--- src/design/mahs_pkg.sv ---
`timescale 1ns / 1ps
// Shared types, constants and lookup functions of the MPEG audio header scanner.
// No dependencies; used by the front end, queue, back end and top level.
package mahs_pkg;

  // Position counter width default
  localparam int POSITION_BITS_DEF = 32;

  // Header queue between front and back
  localparam int QUEUE_DEPTH = 4;

  // Frame length arithmetic
  localparam int FRAME_FACTOR = 144000;
  localparam int KBPS_BITS    = 9;
  localparam int RATE_BITS    = 16;
  localparam int PROD_BITS    = 27;
  localparam int QUOT_BITS    = 13;

  // Output beat packing
  localparam int OUT_DATA_BITS = 80;

  // Sync and reserved codes
  localparam logic [7:0] SYNC_BYTE      = 8'hff;
  localparam logic [2:0] SYNC_TOP       = 3'b111;
  localparam logic [1:0] VER_RESERVED   = 2'b01;
  localparam logic [1:0] VER_CODE_MPEG1 = 2'b11;
  localparam logic [1:0] VER_CODE_MPEG2 = 2'b10;
  localparam logic [1:0] LAYER_RESERVED = 2'b00;
  localparam logic [3:0] BR_RESERVED    = 4'b1111;
  localparam logic [1:0] SR_RESERVED    = 2'b11;
  localparam logic [1:0] EMPH_RESERVED  = 2'b10;

  // Decoded version numbers
  localparam logic [1:0] VER_MPEG1  = 2'd0;
  localparam logic [1:0] VER_MPEG2  = 2'd1;
  localparam logic [1:0] VER_MPEG25 = 2'd2;

  // Decoded layer numbers
  localparam logic [1:0] LAYER_1 = 2'd1;
  localparam logic [1:0] LAYER_2 = 2'd2;

  // Bitrate tables in kbit/s
  localparam logic [8:0] RATE_V1_L1 [16] = '{
    9'd0, 9'd32, 9'd64, 9'd96, 9'd128, 9'd160, 9'd192, 9'd224,
    9'd256, 9'd288, 9'd320, 9'd352, 9'd384, 9'd416, 9'd448, 9'd0};
  localparam logic [8:0] RATE_V1_L2 [16] = '{
    9'd0, 9'd32, 9'd48, 9'd56, 9'd64, 9'd80, 9'd96, 9'd112,
    9'd128, 9'd160, 9'd192, 9'd224, 9'd256, 9'd320, 9'd384, 9'd0};
  localparam logic [8:0] RATE_V1_L3 [16] = '{
    9'd0, 9'd32, 9'd40, 9'd48, 9'd56, 9'd64, 9'd80, 9'd96,
    9'd112, 9'd128, 9'd160, 9'd192, 9'd224, 9'd256, 9'd320, 9'd0};
  localparam logic [8:0] RATE_V2_L1 [16] = '{
    9'd0, 9'd32, 9'd48, 9'd56, 9'd64, 9'd80, 9'd96, 9'd112,
    9'd128, 9'd144, 9'd160, 9'd176, 9'd192, 9'd224, 9'd256, 9'd0};
  localparam logic [8:0] RATE_V2_L23 [16] = '{
    9'd0, 9'd8, 9'd16, 9'd24, 9'd32, 9'd40, 9'd48, 9'd56,
    9'd64, 9'd80, 9'd96, 9'd112, 9'd128, 9'd144, 9'd160, 9'd0};

  // Base sample rates, before the per-version divide
  localparam logic [15:0] BASE_RATE [4] = '{16'd44100, 16'd48000, 16'd32000, 16'd0};

  // Decoded header as it travels through the queue
  typedef struct packed {
    logic [31:0]          offset;
    logic [1:0]           version;
    logic [1:0]           layer;
    logic                 crc;
    logic [KBPS_BITS-1:0] kbps;
    logic [RATE_BITS-1:0] rate;
    logic                 pad;
    logic [1:0]           chmode;
  } mahs_hdr_t;

  // Back end sequencer states
  typedef enum logic [1:0] {
    BK_IDLE,
    BK_MUL,
    BK_DIV,
    BK_OUT
  } mahs_back_state_e;

  // Bitrate lookup by decoded version, layer and index
  function automatic logic [8:0] kbps_lookup(logic [1:0] version, logic [1:0] layer,
                                              logic [3:0] idx);
    logic [8:0] kbps;
    if (version == VER_MPEG1) begin
      if (layer == LAYER_1) begin
        kbps = RATE_V1_L1[idx];
      end else if (layer == LAYER_2) begin
        kbps = RATE_V1_L2[idx];
      end else begin
        kbps = RATE_V1_L3[idx];
      end
    end else begin
      if (layer == LAYER_1) begin
        kbps = RATE_V2_L1[idx];
      end else begin
        kbps = RATE_V2_L23[idx];
      end
    end
    return kbps;
  endfunction

  // Sample rate: base rate halved once per version step
  function automatic logic [15:0] rate_lookup(logic [1:0] version, logic [1:0] sr_idx);
    logic [15:0] rate;
    rate = BASE_RATE[sr_idx] >> version;
    return rate;
  endfunction

endpackage

--- src/design/mahs_front.sv ---
`timescale 1ns / 1ps
// Front end: byte window, position counter and header test/classification.
// Depends on mahs_pkg; pushes decoded headers into mahs_fifo.
module mahs_front #(
  parameter int POSITION_BITS = mahs_pkg::POSITION_BITS_DEF
) (
  input  logic                clk_i,
  input  logic                rst_ni,
  input  logic                beat_i,
  input  logic [7:0]          byte_i,
  input  logic                last_i,
  output logic                push_o,
  output mahs_pkg::mahs_hdr_t hdr_o
);

  logic [7:0]               win_q [3];
  logic [7:0]               win_d [3];
  logic [1:0]               fill_q, fill_d;
  logic [POSITION_BITS-1:0] pos_q, pos_d;

  logic [POSITION_BITS-1:0] offset;
  logic [POSITION_BITS+31:0] offset_ext;
  logic [1:0] ver_code, layer_code, sr_idx, emph, version, layer;
  logic [3:0] br_idx;
  logic       hdr_ok;

  // Pick header fields out of the window and the new byte
  assign ver_code   = win_q[1][4:3];
  assign layer_code = win_q[1][2:1];
  assign br_idx     = win_q[2][7:4];
  assign sr_idx     = win_q[2][3:2];
  assign emph       = byte_i[1:0];

  always_comb begin
    hdr_ok = (fill_q == 2'd3) && (win_q[0] == mahs_pkg::SYNC_BYTE) &&
             (win_q[1][7:5] == mahs_pkg::SYNC_TOP) &&
             (ver_code != mahs_pkg::VER_RESERVED) &&
             (layer_code != mahs_pkg::LAYER_RESERVED) &&
             (br_idx != mahs_pkg::BR_RESERVED) &&
             (sr_idx != mahs_pkg::SR_RESERVED) &&
             (emph != mahs_pkg::EMPH_RESERVED);
    if (ver_code == mahs_pkg::VER_CODE_MPEG1) begin
      version = mahs_pkg::VER_MPEG1;
    end else if (ver_code == mahs_pkg::VER_CODE_MPEG2) begin
      version = mahs_pkg::VER_MPEG2;
    end else begin
      version = mahs_pkg::VER_MPEG25;
    end
    layer = 2'(3'd4 - {1'b0, layer_code});
  end

  // Offset of the header's first byte, wrapped, then cut to 32 bits
  assign offset     = pos_q - POSITION_BITS'(3);
  assign offset_ext = {32'd0, offset};

  // Build the queue record
  always_comb begin
    hdr_o.offset  = offset_ext[31:0];
    hdr_o.version = version;
    hdr_o.layer   = layer;
    hdr_o.crc     = ~win_q[1][0];
    hdr_o.kbps    = mahs_pkg::kbps_lookup(version, layer, br_idx);
    hdr_o.rate    = mahs_pkg::rate_lookup(version, sr_idx);
    hdr_o.pad     = win_q[2][1];
    hdr_o.chmode  = byte_i[7:6];
  end

  assign push_o = beat_i && hdr_ok;

  // Shift the window and advance the position; clear after the last byte
  always_comb begin
    win_d  = win_q;
    fill_d = fill_q;
    pos_d  = pos_q;
    if (beat_i) begin
      if (last_i) begin
        win_d  = '{8'd0, 8'd0, 8'd0};
        fill_d = 2'd0;
        pos_d  = '0;
      end else begin
        win_d[0] = win_q[1];
        win_d[1] = win_q[2];
        win_d[2] = byte_i;
        if (fill_q != 2'd3) begin
          fill_d = fill_q + 2'd1;
        end
        pos_d = pos_q + POSITION_BITS'(1);
      end
    end
  end

  always_ff @(posedge clk_i or negedge rst_ni) begin
    if (!rst_ni) begin
      win_q  <= '{8'd0, 8'd0, 8'd0};
      fill_q <= 2'd0;
      pos_q  <= '0;
    end else begin
      win_q  <= win_d;
      fill_q <= fill_d;
      pos_q  <= pos_d;
    end
  end

endmodule

--- src/design/mahs_fifo.sv ---
`timescale 1ns / 1ps
// Short header queue that decouples the front end from the back end.
// Depends on mahs_pkg for the record type and depth.
module mahs_fifo (
  input  logic                clk_i,
  input  logic                rst_ni,
  input  logic                push_i,
  input  mahs_pkg::mahs_hdr_t push_data_i,
  output logic                full_o,
  input  logic                pop_i,
  output logic                valid_o,
  output mahs_pkg::mahs_hdr_t pop_data_o
);

  localparam int Depth   = mahs_pkg::QUEUE_DEPTH;
  localparam int PtrBits = $clog2(Depth);
  localparam int CntBits = $clog2(Depth + 1);

  mahs_pkg::mahs_hdr_t mem_q [Depth];
  logic [PtrBits-1:0]  wr_q, wr_d, rd_q, rd_d;
  logic [CntBits-1:0]  cnt_q, cnt_d;
  logic                do_push, do_pop;

  assign full_o     = (cnt_q == CntBits'(Depth));
  assign valid_o    = (cnt_q != '0);
  assign pop_data_o = mem_q[rd_q];
  assign do_push    = push_i && !full_o;
  assign do_pop     = pop_i && valid_o;

  // Advance pointers and count
  always_comb begin
    wr_d  = wr_q;
    rd_d  = rd_q;
    cnt_d = cnt_q;
    if (do_push) begin
      wr_d = (wr_q == PtrBits'(Depth - 1)) ? '0 : wr_q + PtrBits'(1);
    end
    if (do_pop) begin
      rd_d = (rd_q == PtrBits'(Depth - 1)) ? '0 : rd_q + PtrBits'(1);
    end
    if (do_push && !do_pop) begin
      cnt_d = cnt_q + CntBits'(1);
    end else if (do_pop && !do_push) begin
      cnt_d = cnt_q - CntBits'(1);
    end
  end

  always_ff @(posedge clk_i or negedge rst_ni) begin
    if (!rst_ni) begin
      wr_q  <= '0;
      rd_q  <= '0;
      cnt_q <= '0;
    end else begin
      wr_q  <= wr_d;
      rd_q  <= rd_d;
      cnt_q <= cnt_d;
    end
  end

  // Store entries; payload needs no reset
  always_ff @(posedge clk_i) begin
    if (do_push) begin
      mem_q[wr_q] <= push_data_i;
    end
  end

endmodule

--- src/design/mahs_back.sv ---
`timescale 1ns / 1ps
// Back end: frame length by multiply and bit-serial restoring divide, output register.
// Depends on mahs_pkg; pops records from mahs_fifo.
module mahs_back (
  input  logic                clk_i,
  input  logic                rst_ni,
  input  logic                valid_i,
  input  mahs_pkg::mahs_hdr_t hdr_i,
  output logic                pop_o,
  output logic                m_axis_tvalid,
  input  logic                m_axis_tready,
  output logic [mahs_pkg::OUT_DATA_BITS-1:0] m_axis_tdata
);

  localparam int ProdBits = mahs_pkg::PROD_BITS;
  localparam int QuotBits = mahs_pkg::QUOT_BITS;
  localparam int DivBits  = mahs_pkg::RATE_BITS + QuotBits - 1;
  localparam int StepBits = $clog2(QuotBits);
  localparam int PadBits  = mahs_pkg::OUT_DATA_BITS - 78;

  mahs_pkg::mahs_back_state_e state_q, state_d;
  mahs_pkg::mahs_hdr_t        hdr_q, hdr_d;
  logic [ProdBits-1:0]        rem_q, rem_d;
  logic [DivBits-1:0]         dsh_q, dsh_d;
  logic [QuotBits-1:0]        quot_q, quot_d;
  logic [StepBits-1:0]        step_q, step_d;
  logic [DivBits-1:0]         rem_ext;
  logic [DivBits:0]           diff;
  logic [QuotBits-1:0]        frame_len;

  // One restoring step: trial subtract of the shifted divisor
  assign rem_ext = DivBits'(rem_q);
  assign diff    = {1'b0, rem_ext} - {1'b0, dsh_q};

  always_comb begin
    state_d = state_q;
    hdr_d   = hdr_q;
    rem_d   = rem_q;
    dsh_d   = dsh_q;
    quot_d  = quot_q;
    step_d  = step_q;
    pop_o   = 1'b0;
    unique case (state_q)
      mahs_pkg::BK_IDLE: begin
        if (valid_i) begin
          pop_o   = 1'b1;
          hdr_d   = hdr_i;
          state_d = mahs_pkg::BK_MUL;
        end
      end
      mahs_pkg::BK_MUL: begin
        rem_d   = ProdBits'(mahs_pkg::FRAME_FACTOR) * ProdBits'(hdr_q.kbps);
        dsh_d   = {hdr_q.rate, (QuotBits - 1)'(0)};
        quot_d  = '0;
        step_d  = '0;
        state_d = mahs_pkg::BK_DIV;
      end
      mahs_pkg::BK_DIV: begin
        if (!diff[DivBits]) begin
          rem_d  = ProdBits'(diff[DivBits-1:0]);
          quot_d = {quot_q[QuotBits-2:0], 1'b1};
        end else begin
          quot_d = {quot_q[QuotBits-2:0], 1'b0};
        end
        dsh_d  = dsh_q >> 1;
        step_d = step_q + StepBits'(1);
        if (step_q == StepBits'(QuotBits - 1)) begin
          state_d = mahs_pkg::BK_OUT;
        end
      end
      mahs_pkg::BK_OUT: begin
        if (m_axis_tready) begin
          state_d = mahs_pkg::BK_IDLE;
        end
      end
      default: state_d = mahs_pkg::BK_IDLE;
    endcase
  end

  always_ff @(posedge clk_i or negedge rst_ni) begin
    if (!rst_ni) begin
      state_q <= mahs_pkg::BK_IDLE;
      step_q  <= '0;
    end else begin
      state_q <= state_d;
      step_q  <= step_d;
    end
  end

  // Datapath registers hold without reset
  always_ff @(posedge clk_i) begin
    hdr_q  <= hdr_d;
    rem_q  <= rem_d;
    dsh_q  <= dsh_d;
    quot_q <= quot_d;
  end

  // Pack the result beat
  assign frame_len     = quot_q + QuotBits'(hdr_q.pad);
  assign m_axis_tvalid = (state_q == mahs_pkg::BK_OUT);
  assign m_axis_tdata  = {PadBits'(0), frame_len, hdr_q.chmode, hdr_q.pad, hdr_q.rate,
                          hdr_q.kbps, hdr_q.crc, hdr_q.layer, hdr_q.version, hdr_q.offset};

endmodule

--- src/design/mpeg_audio_header_scanner_core.sv ---
`timescale 1ns / 1ps
// Input: one byte per cycle while the four-entry header queue has room.
// Each valid header takes the back end through pop, multiply, 13 divide steps and
// output, plus any wait on m_axis_tready; a result follows the beat that completes
// its header via the queue and the pop, multiply, divide and output states when the
// back end is free. The divide loop sets the header rate; bytes keep flowing while it runs and the queue has room.
// Reset clears window, fill count, position, queue and sequencer at once.
module mpeg_audio_header_scanner_core #(
  parameter int POSITION_BITS = mahs_pkg::POSITION_BITS_DEF
) (
  input  logic        clk_i,
  input  logic        rst_ni,
  input  logic        s_axis_tvalid,
  output logic        s_axis_tready,
  input  logic [7:0]  s_axis_tdata,   // [7:0] data_byte
  input  logic        s_axis_tlast,   // last_of_stream
  output logic        m_axis_tvalid,
  input  logic        m_axis_tready,
  // [31:0] header_offset, [33:32] audio_version, [35:34] layer_number,
  // [36] crc_present, [45:37] bitrate_kbps, [61:46] sample_rate_hz,
  // [62] padding_flag, [64:63] channel_mode, [77:65] frame_length_bytes,
  // [79:78] zero
  output logic [79:0] m_axis_tdata
);

  logic                full, push, pop, q_valid, beat;
  mahs_pkg::mahs_hdr_t push_hdr, pop_hdr;

  assign s_axis_tready = !full;
  assign beat          = s_axis_tvalid && s_axis_tready;

  mahs_front #(
    .POSITION_BITS(POSITION_BITS)
  ) u_front (
    .clk_i  (clk_i),
    .rst_ni (rst_ni),
    .beat_i (beat),
    .byte_i (s_axis_tdata),
    .last_i (s_axis_tlast),
    .push_o (push),
    .hdr_o  (push_hdr)
  );

  mahs_fifo u_fifo (
    .clk_i       (clk_i),
    .rst_ni      (rst_ni),
    .push_i      (push),
    .push_data_i (push_hdr),
    .full_o      (full),
    .pop_i       (pop),
    .valid_o     (q_valid),
    .pop_data_o  (pop_hdr)
  );

  mahs_back u_back (
    .clk_i         (clk_i),
    .rst_ni        (rst_ni),
    .valid_i       (q_valid),
    .hdr_i         (pop_hdr),
    .pop_o         (pop),
    .m_axis_tvalid (m_axis_tvalid),
    .m_axis_tready (m_axis_tready),
    .m_axis_tdata  (m_axis_tdata)
  );

endmodule

--- config.mk ---
export PLATFORM = sky130hd
export DESIGN_NAME = mpeg_audio_header_scanner_core
export DESIGN_NICKNAME = d
export VERILOG_FILES = /design/src/design/mahs_pkg.sv /design/src/design/mahs_front.sv /design/src/design/mahs_fifo.sv /design/src/design/mahs_back.sv /design/src/design/mpeg_audio_header_scanner_core.sv
export SDC_FILE = /design/constraint.sdc
export NUM_CORES = 1
export LEC_CHECK = 0
export ABC_AREA = 1
export CELL_PAD_IN_SITES_DETAIL_PLACEMENT = 1
export CELL_PAD_IN_SITES_GLOBAL_PLACEMENT = 2
export CORE_MARGIN = 2
export CORE_UTILIZATION = 32
export CTS_BUF_LIST = sky130_fd_sc_hd__clkbuf_8
export DETAILED_ROUTE_END_ITERATION = 8
export DONT_BUFFER_PORTS = 1
export PLACE_DENSITY_LB_ADDON = 0.1
export SLEW_MARGIN = 25
export SYNTH_ARGS = -nofsm -noshare
export SYNTH_HDL_FRONTEND = slang
export SYNTH_SLANG_ARGS = --single-unit
export TNS_END_PERCENT = 50
--- constraint.sdc ---
create_clock -name clk_i -period 9.8 [get_ports clk_i]
set_input_delay 0.98 -clock clk_i [delete_from_list [all_inputs] [get_ports clk_i]]
set_output_delay 0.98 -clock clk_i [all_outputs]
set_load 0.005 [all_outputs]
==> summary.md, run 1 <==
Status
- run status: complete, no violations

Synthesis
- Cells after Synth: 2238
- mean area per synthesized cell: 9.95 sq um
- Synth Cell Area: 22300 sq um
- Seq cells post-synth: 449
- count of flip-flops with a built-in enable after synthesis: 378
- Synth cell types: 59
- Async S/R FF share, synth: 0.158
- yosys synthesis warning count: 0
- sequential area share after synthesis: 0.590
- flip-flop cell with the highest count after synthesis: sky130_fd_sc_hd__edfxtp_1

Cells and area
- Final #Nets: 2371
- area growth from synthesis to final layout: 11.2%
- Post-Layout Cell Count: 3257
- Final Core Density: 0.360
- most common cell after layout, fill and taps aside: sky130_fd_sc_hd__nand2_1
- proportion of layout cells with a drive suffix above 1: 0.0792
- fill cell count: 7793
- commonest non-fill, non-tap cells in the layout: sky130_fd_sc_hd__nand2_1, sky130_fd_sc_hd__edfxtp_1, sky130_fd_sc_hd__inv_1, sky130_fd_sc_hd__nor2_1, sky130_fd_sc_hd__o21ai_0

Timing
- max-slew violation count: 0
- number of hold violations in the final report: 0
- transition time at the pin with the least slew margin: 1.06 ns
- final clock skew: 0.0269 ns
- worst relative slew slack: 0.287
- RSZ-0062 raised after global routing: false
- top achievable clock speed: 276 MHz
- total negative setup slack: 0 ns
- final worst path period share: 0.369
- setup-violating endpoint count in the final report: 0
- fin crit period: 3.62 ns
- Worst Setup Slack, final: 6.18 ns

Detailed routing
- via count normalized by instance count: 4.83
- DRT Pass-1 Iters: 7
- Detail Route Antenna Nets: 0
- vias post-DR: 15700
- Iter 0 DRT Violations: 839
- DRC: 0
- final routed wire length divided by cell count: 20.7 um
- Routed Wire Length: 67.4 mm

Floorplan
- core area: 68700 sq um
- # IOs: 95
- cell row count: 96
- vertical die dimension: 268 um
- total die area: 71700 sq um
- initial standard-cell utilization of the core: 0.324
- x dimension of the die: 268 um

Critical path
- slowest stage cell on the critical path: sky130_fd_sc_hd__edfxtp_1
- largest incremental delay on the critical path: 0.50 ns
- CP Buf/Inv Count: 0
- type of destination of the critical path: register
- cell repeated most along the worst path: sky130_fd_sc_hd__ha_1
- required time of the critical path: 10.21 ns
- Worst Path Arrival: 4.02 ns
- Worst Setup Path Type: reg2reg
- family with the most delay on the worst path: adder cells
- nature of the critical path startpoint: register
- register-to-register path setup slack: 6.18 ns
- Crit Path Max Fanout: 7
- Cell Chain, Critical Path: ha_1 -> fa_1 -> fa_1 -> ha_1 -> ha_1 -> a21oi_1 -> o21ai_0 -> nand2_1 -> nand3_1 -> or2_2 -> nand3_1 -> nand2_1

Clock network
- deepest clock path buffer count: 3
- clk root buf: sky130_fd_sc_hd__clkbuf_8
- hold buffers post-CTS: 1
- number of instances resized during post-cts repair: 0
- CTS tree: done
- post-CTS setup buffer count: 0
- H-tree levels: 3
- clock buffers created by TritonCTS: 82
- insertion delay of the later-clocked pin in the worst-skew pair: 0.68 ns
- clk sink count: 449
- clock-pin transition on the worst setup and hold timing paths: 0.06 ns

Power
- total power: 8.43 mW
- Power Density: 341 nW/um^2
- Worst VDD drop: 0.171 mV
- LEAKAGE: 10.1 nW

GRT
- wire length of the first global-routing pass: 103 mm
- initial antenna violation count: 3
- GRT Residual Overflow: 0
- total routing resource utilization after global routing: 0.191
- via count of the first global-routing pass: 16800
- pin count of the biggest net entering global routing: 89

Place
- Port Buf Inserts: 0
- Post-Place Setup Slack: 6.03 ns
- sum of net half-perimeters after detailed placement: 46.3 mm
- number of placed cells counting well taps: 3103
- Final GP Congestion: 0.827

Min path
- class of the tightest hold or removal check: in2async

Flow run
- number of violations of the max-capacitance limit: 0

[cells in the mapped netlist (all sizes together), types with 5 or more instances]
cell / instances / area (sq um)
buf: 28 / 175
xnor2: 11 / 96.3
nand2: 435 / 1670
a21oi: 62 / 314
xor2: 35 / 307
or2: 7 / 43.8
nor3: 32 / 181
fa: 7 / 140
clkbuf: 60 / 226
nand3: 99 / 531
dfrtp: 71 / 1780
inv: 267 / 1000
nand4: 25 / 156
nand3b: 6 / 45.0
o221ai: 5 / 43.8
nor2: 290 / 1190
ha: 94 / 1180
o21ai: 214 / 1070
edfxtp: 378 / 11400
o22ai: 75 / 469
[flip-flops by register name, indices dropped and copies added, names as in the netlist, 3 cells and up]
signal               flops
u_back.dsh_q            28
u_front.pos_q           32
u_back.rem_q            27
u_back.m_axis_tdata     62
u_front.win_q           13
u_back.step_q            4
u_fifo.cnt_q             3
u_back.quot_q           13
u_front.br_idx           4
u_fifo.mem_q           248
[area by class of cell]
class	instances	area [sq um]	share of cell area
Antenna cell	3	7.51	0.000303
Clock buffer	82	1130	0.0456
Clock inverter	68	393	0.0159
Inverter	270	1020	0.0411
Multi-Input combinational cell	1439	7780	0.314
Timing Repair Buffer	15	133	0.00536
Sequential cell	449	13100	0.531
Tap cell	931	1160	0.0470
[power breakdown]
part,switching (mW),internal (mW),total (mW)
Combinational,2.53,1.09,3.61
Clock,0.844,0.870,1.71
Sequential,0.344,2.76,3.11
[stage by stage]
step	hold WS, ns	instance area, sq um
after floorplan	0.447	22300
after global placement	0.470	23200
after detailed placement	0.476	23200
after CTS	0.167	24800
after global routing	0.198	24800
final	0.208	24800
[cells by family after synthesis]
group / share of synthesized area
other: 0.000168
and+or+nand+nor: 0.175
AOI/OAI and AO/OA: 0.0938
xor gates and xnor gates: 0.0181
adders and majority gates: 0.0591
DFF: 0.590
buffers and inverters: 0.0636
[final timing paths]
path,from,endpoint,depth (start not counted)
worst min-delay path,rst_ni,u_front.win_q[13],1
worst min register to register,u_front.win_q[22],u_front.win_q[22],2
min in group clk_i,s_axis_tdata[6],u_fifo.mem_q[3][0],0
worst max-delay path,u_back.m_axis_tdata[40],u_back.rem_q[24],12
max in group asynchronous,rst_ni,u_fifo.rd_q[1],1
worst max register to register,u_back.m_axis_tdata[40],u_back.rem_q[24],12
[metal layers]
layer / vias to the layer above / wire (um) / GRT usage
met5: - / 0 / 0
met4: 0 / 1200 / 0.0468
met3: 83 / 2180 / 0.0312
li1: 7644 / - / -
met2: 224 / 32300 / 0.323
met1: 7770 / 31700 / 0.256
Note: power is estimated with default switching activity, not from simulation.
==> run 2, diff against run 1 <==
Clock period 9.8 ns to 3.3 ns, I/O delays scaled along.
==> run 2 against run 1 <==
  * Non-clock buffer count rose by 38
  * Cell area rose by 2.7%
  * Global-route usage fell by 0.51 points
  * Critical path type unchanged
  * Largest power group unchanged
==> summary.md, run 2 (synthesis gave the netlist of run 1 again) <==
GRT
- total routing resource utilization after global routing: 0.186, -0.00508
- pin count of the biggest net entering global routing: 72, -19%
- initial antenna violation count: 2, -1
- GRT Residual Overflow: 0, unchanged
- wire length of the first global-routing pass: 101 mm, -1.7%
- via count of the first global-routing pass: 16900, +0.64%

Critical path
- Crit Path Max Fanout: 6, -1
- family with the most delay on the worst path: adder cells
- required time of the critical path: 3.71 ns, -6.50 ns
- CP Buf/Inv Count: 1, +1
- type of destination of the critical path: register
- Worst Path Arrival: 3.59 ns, -0.43 ns
- slowest stage cell on the critical path: sky130_fd_sc_hd__fa_1
- largest incremental delay on the critical path: 0.49 ns, about the same
- Cell Chain, Critical Path: ha_4 -> fa_2 -> fa_1 -> ha_4 -> ha_4 -> buf_4 -> nand2_1 -> nor2_1 -> nand3_1 -> nand3_2 -> or2_2 -> nand3_1 -> nand2_1
- nature of the critical path startpoint: register
- cell repeated most along the worst path: sky130_fd_sc_hd__ha_4
- Worst Setup Path Type: reg2reg

Cells and area
- commonest non-fill, non-tap cells in the layout: sky130_fd_sc_hd__nand2_1, sky130_fd_sc_hd__edfxtp_1, sky130_fd_sc_hd__inv_1, sky130_fd_sc_hd__nor2_1, sky130_fd_sc_hd__o21ai_0
- proportion of layout cells with a drive suffix above 1: 0.0986, +0.0194
- Final #Nets: 2409, +1.6%
- most common cell after layout, fill and taps aside: sky130_fd_sc_hd__nand2_1
- Final Core Density: 0.370, +0.00972
- max reg flops: 248, unchanged
- fill cell count: 7750, -0.55%
- area growth from synthesis to final layout: 14.2%
- post-route design area: 25400 sq um, +2.7%
- register name with the most flops: u_fifo.mem_q

Floorplan
- core area: 68700 sq um, unchanged
- cell row count: 96, unchanged
- total die area: 71700 sq um, unchanged
- x dimension of the die: 268 um, unchanged
- initial standard-cell utilization of the core: 0.324, unchanged
- vertical die dimension: 268 um, unchanged
- # IOs: 95, unchanged

Detailed routing
- vias post-DR: 15900, +1.3%
- Detail Route Antenna Nets: 0, unchanged
- DRC: 0, unchanged
- Iter 0 DRT Violations: 867, +3.3%
- DRT Pass-1 Iters: 5, -2
- via count normalized by instance count: 4.83, +0.16%
- Routed Wire Length: 65.8 mm, -2.4%
- final routed wire length divided by cell count: 20.0 um, -3.5%

Timing
- transition time at the pin with the least slew margin: 0.882 ns, -0.180 ns
- number of hold violations in the final report: 0, unchanged
- setup-violating endpoint count in the final report: 0, unchanged
- final worst path period share: 0.965, +0.595
- final clock skew: 0.0205 ns, -0.00639 ns
- top achievable clock speed: 314 MHz, +14%
- total negative setup slack: 0 ns, unchanged
- fin crit period: 3.18 ns, -0.436 ns
- max-slew violation count: 0, unchanged
- worst relative slew slack: 0.412, +0.126

Status
- run status: complete, no violations

Power
- Power Density: 1030 nW/um^2, +200%
- LEAKAGE: 10.4 nW, +2.5%
- Worst VDD drop: 0.574 mV, +240%

Clock network
- H-tree levels: 3, unchanged
- clk root buf: sky130_fd_sc_hd__clkbuf_8
- clock-pin transition on the worst setup and hold timing paths: 0.06 ns, about the same
- insertion delay of the later-clocked pin in the worst-skew pair: 0.66 ns, -0.02 ns
- deepest clock path buffer count: 3, unchanged
- clk sink count: 449, unchanged
- clock buffers created by TritonCTS: 82, unchanged
- CTS tree: done

Place
- sum of net half-perimeters after detailed placement: 45.5 mm, -1.6%
- Port Buf Inserts: 0, unchanged
- Final GP Congestion: 0.839, +1.4%
- Placed Area: 23500 sq um, +1.4%

Flow run
- number of violations of the max-capacitance limit: 0, unchanged

Min path
- class of the tightest hold or removal check: in2reg

run 2: changes by cell type in the layout (fill, tap and decap cells not counted), sizes merged, moves of 3 or more:
cell / before / now
inv: 296 / 292
clkbuf: 82 / 92
clkinv: 37 / 28
clkinvlp: 2 / 5
dlygate4sd3: 0 / 10
buf: 15 / 43
run 2: worst register-to-register path: stages (launching register included):
cell                       delay, ns
sky130_fd_sc_hd__edfxtp_1       0.46
sky130_fd_sc_hd__ha_4           0.26
sky130_fd_sc_hd__fa_2           0.36
sky130_fd_sc_hd__fa_1           0.49
sky130_fd_sc_hd__ha_4           0.30
sky130_fd_sc_hd__ha_4           0.19
sky130_fd_sc_hd__buf_4          0.15
sky130_fd_sc_hd__nand2_1        0.06
sky130_fd_sc_hd__nor2_1         0.05
sky130_fd_sc_hd__nand3_1        0.08
sky130_fd_sc_hd__nand3_2        0.10
sky130_fd_sc_hd__or2_2          0.28
sky130_fd_sc_hd__nand3_1        0.08
sky130_fd_sc_hd__nand2_1        0.08
run 2: path summary, 6_finish.rpt:
kind                       cells after the start           endpoint                    start  slack (ns)
setup / recovery                              13   u_back.rem_q[24]  u_back.m_axis_tdata[41]        0.12
hold / removal                                 4  u_front.fill_q[1]             s_axis_tlast        0.15
setup reg to reg                              13   u_back.rem_q[24]  u_back.m_axis_tdata[41]        0.12
hold reg to reg                                2  u_front.win_q[17]        u_front.win_q[17]        0.48
max in group asynchronous                      2  u_front.pos_q[12]                   rst_ni        2.71
min in group asynchronous                      2     u_fifo.wr_q[0]                   rst_ni        0.22
run 2: repair_timing:
item                                    CTS  global route
hold buffers                             11             0
endpoints found under the setup margin    3             6
resized for setup                         5            14
pin swaps                                 2             2
endpoints found under the hold margin    89             0
setup buffers                             0             1
run 2: per-layer routing:
layer | vias up | global-route usage | part of all wire
li1 | 7711 | - | -
met2 | 186 | 0.316 | 0.48
met5 | - | 0 | 0
met3 | 93 | 0.0297 | 0.026
met4 | 0 | 0.0533 | 0.024
met1 | 7935 | 0.245 | 0.47
run 2: per-stage QoR:
step                power (mW)  setup WS, ns  cells  hold WS [ns]
global route              28.5     -0.000833   3294         0.116
floorplan                 16.3        -0.897   2246        0.0344
finish                    26.2         0.117   3294         0.147
CTS                       26.3        0.0383   3292        0.0867
detailed placement        20.7        -0.157   3130        0.0391
global placement          20.5        -0.107   3130        0.0393
run 2: final cells by class:
type                    instances  area [sq um]  share of cell area
diodes                          1          2.50           0.0000984
clock inverters                59           369              0.0145
flip-flops and latches        449         13100               0.516
inverters                     270          1020              0.0400
multi-input cells            1439          7910               0.311
repair buffers                 53           568              0.0223
well taps                     931          1160              0.0458
clock buffers                  92          1270              0.0498
run 2: power breakdown:
group | switching (mW) | internal (mW) | leakage, nW
registers | 0.817 | 8.19 | 4.42
clock network | 2.45 | 2.88 | 0.913
logic | 7.93 | 3.93 | 5.04
total | 11.2 | 15.0 | 10.4
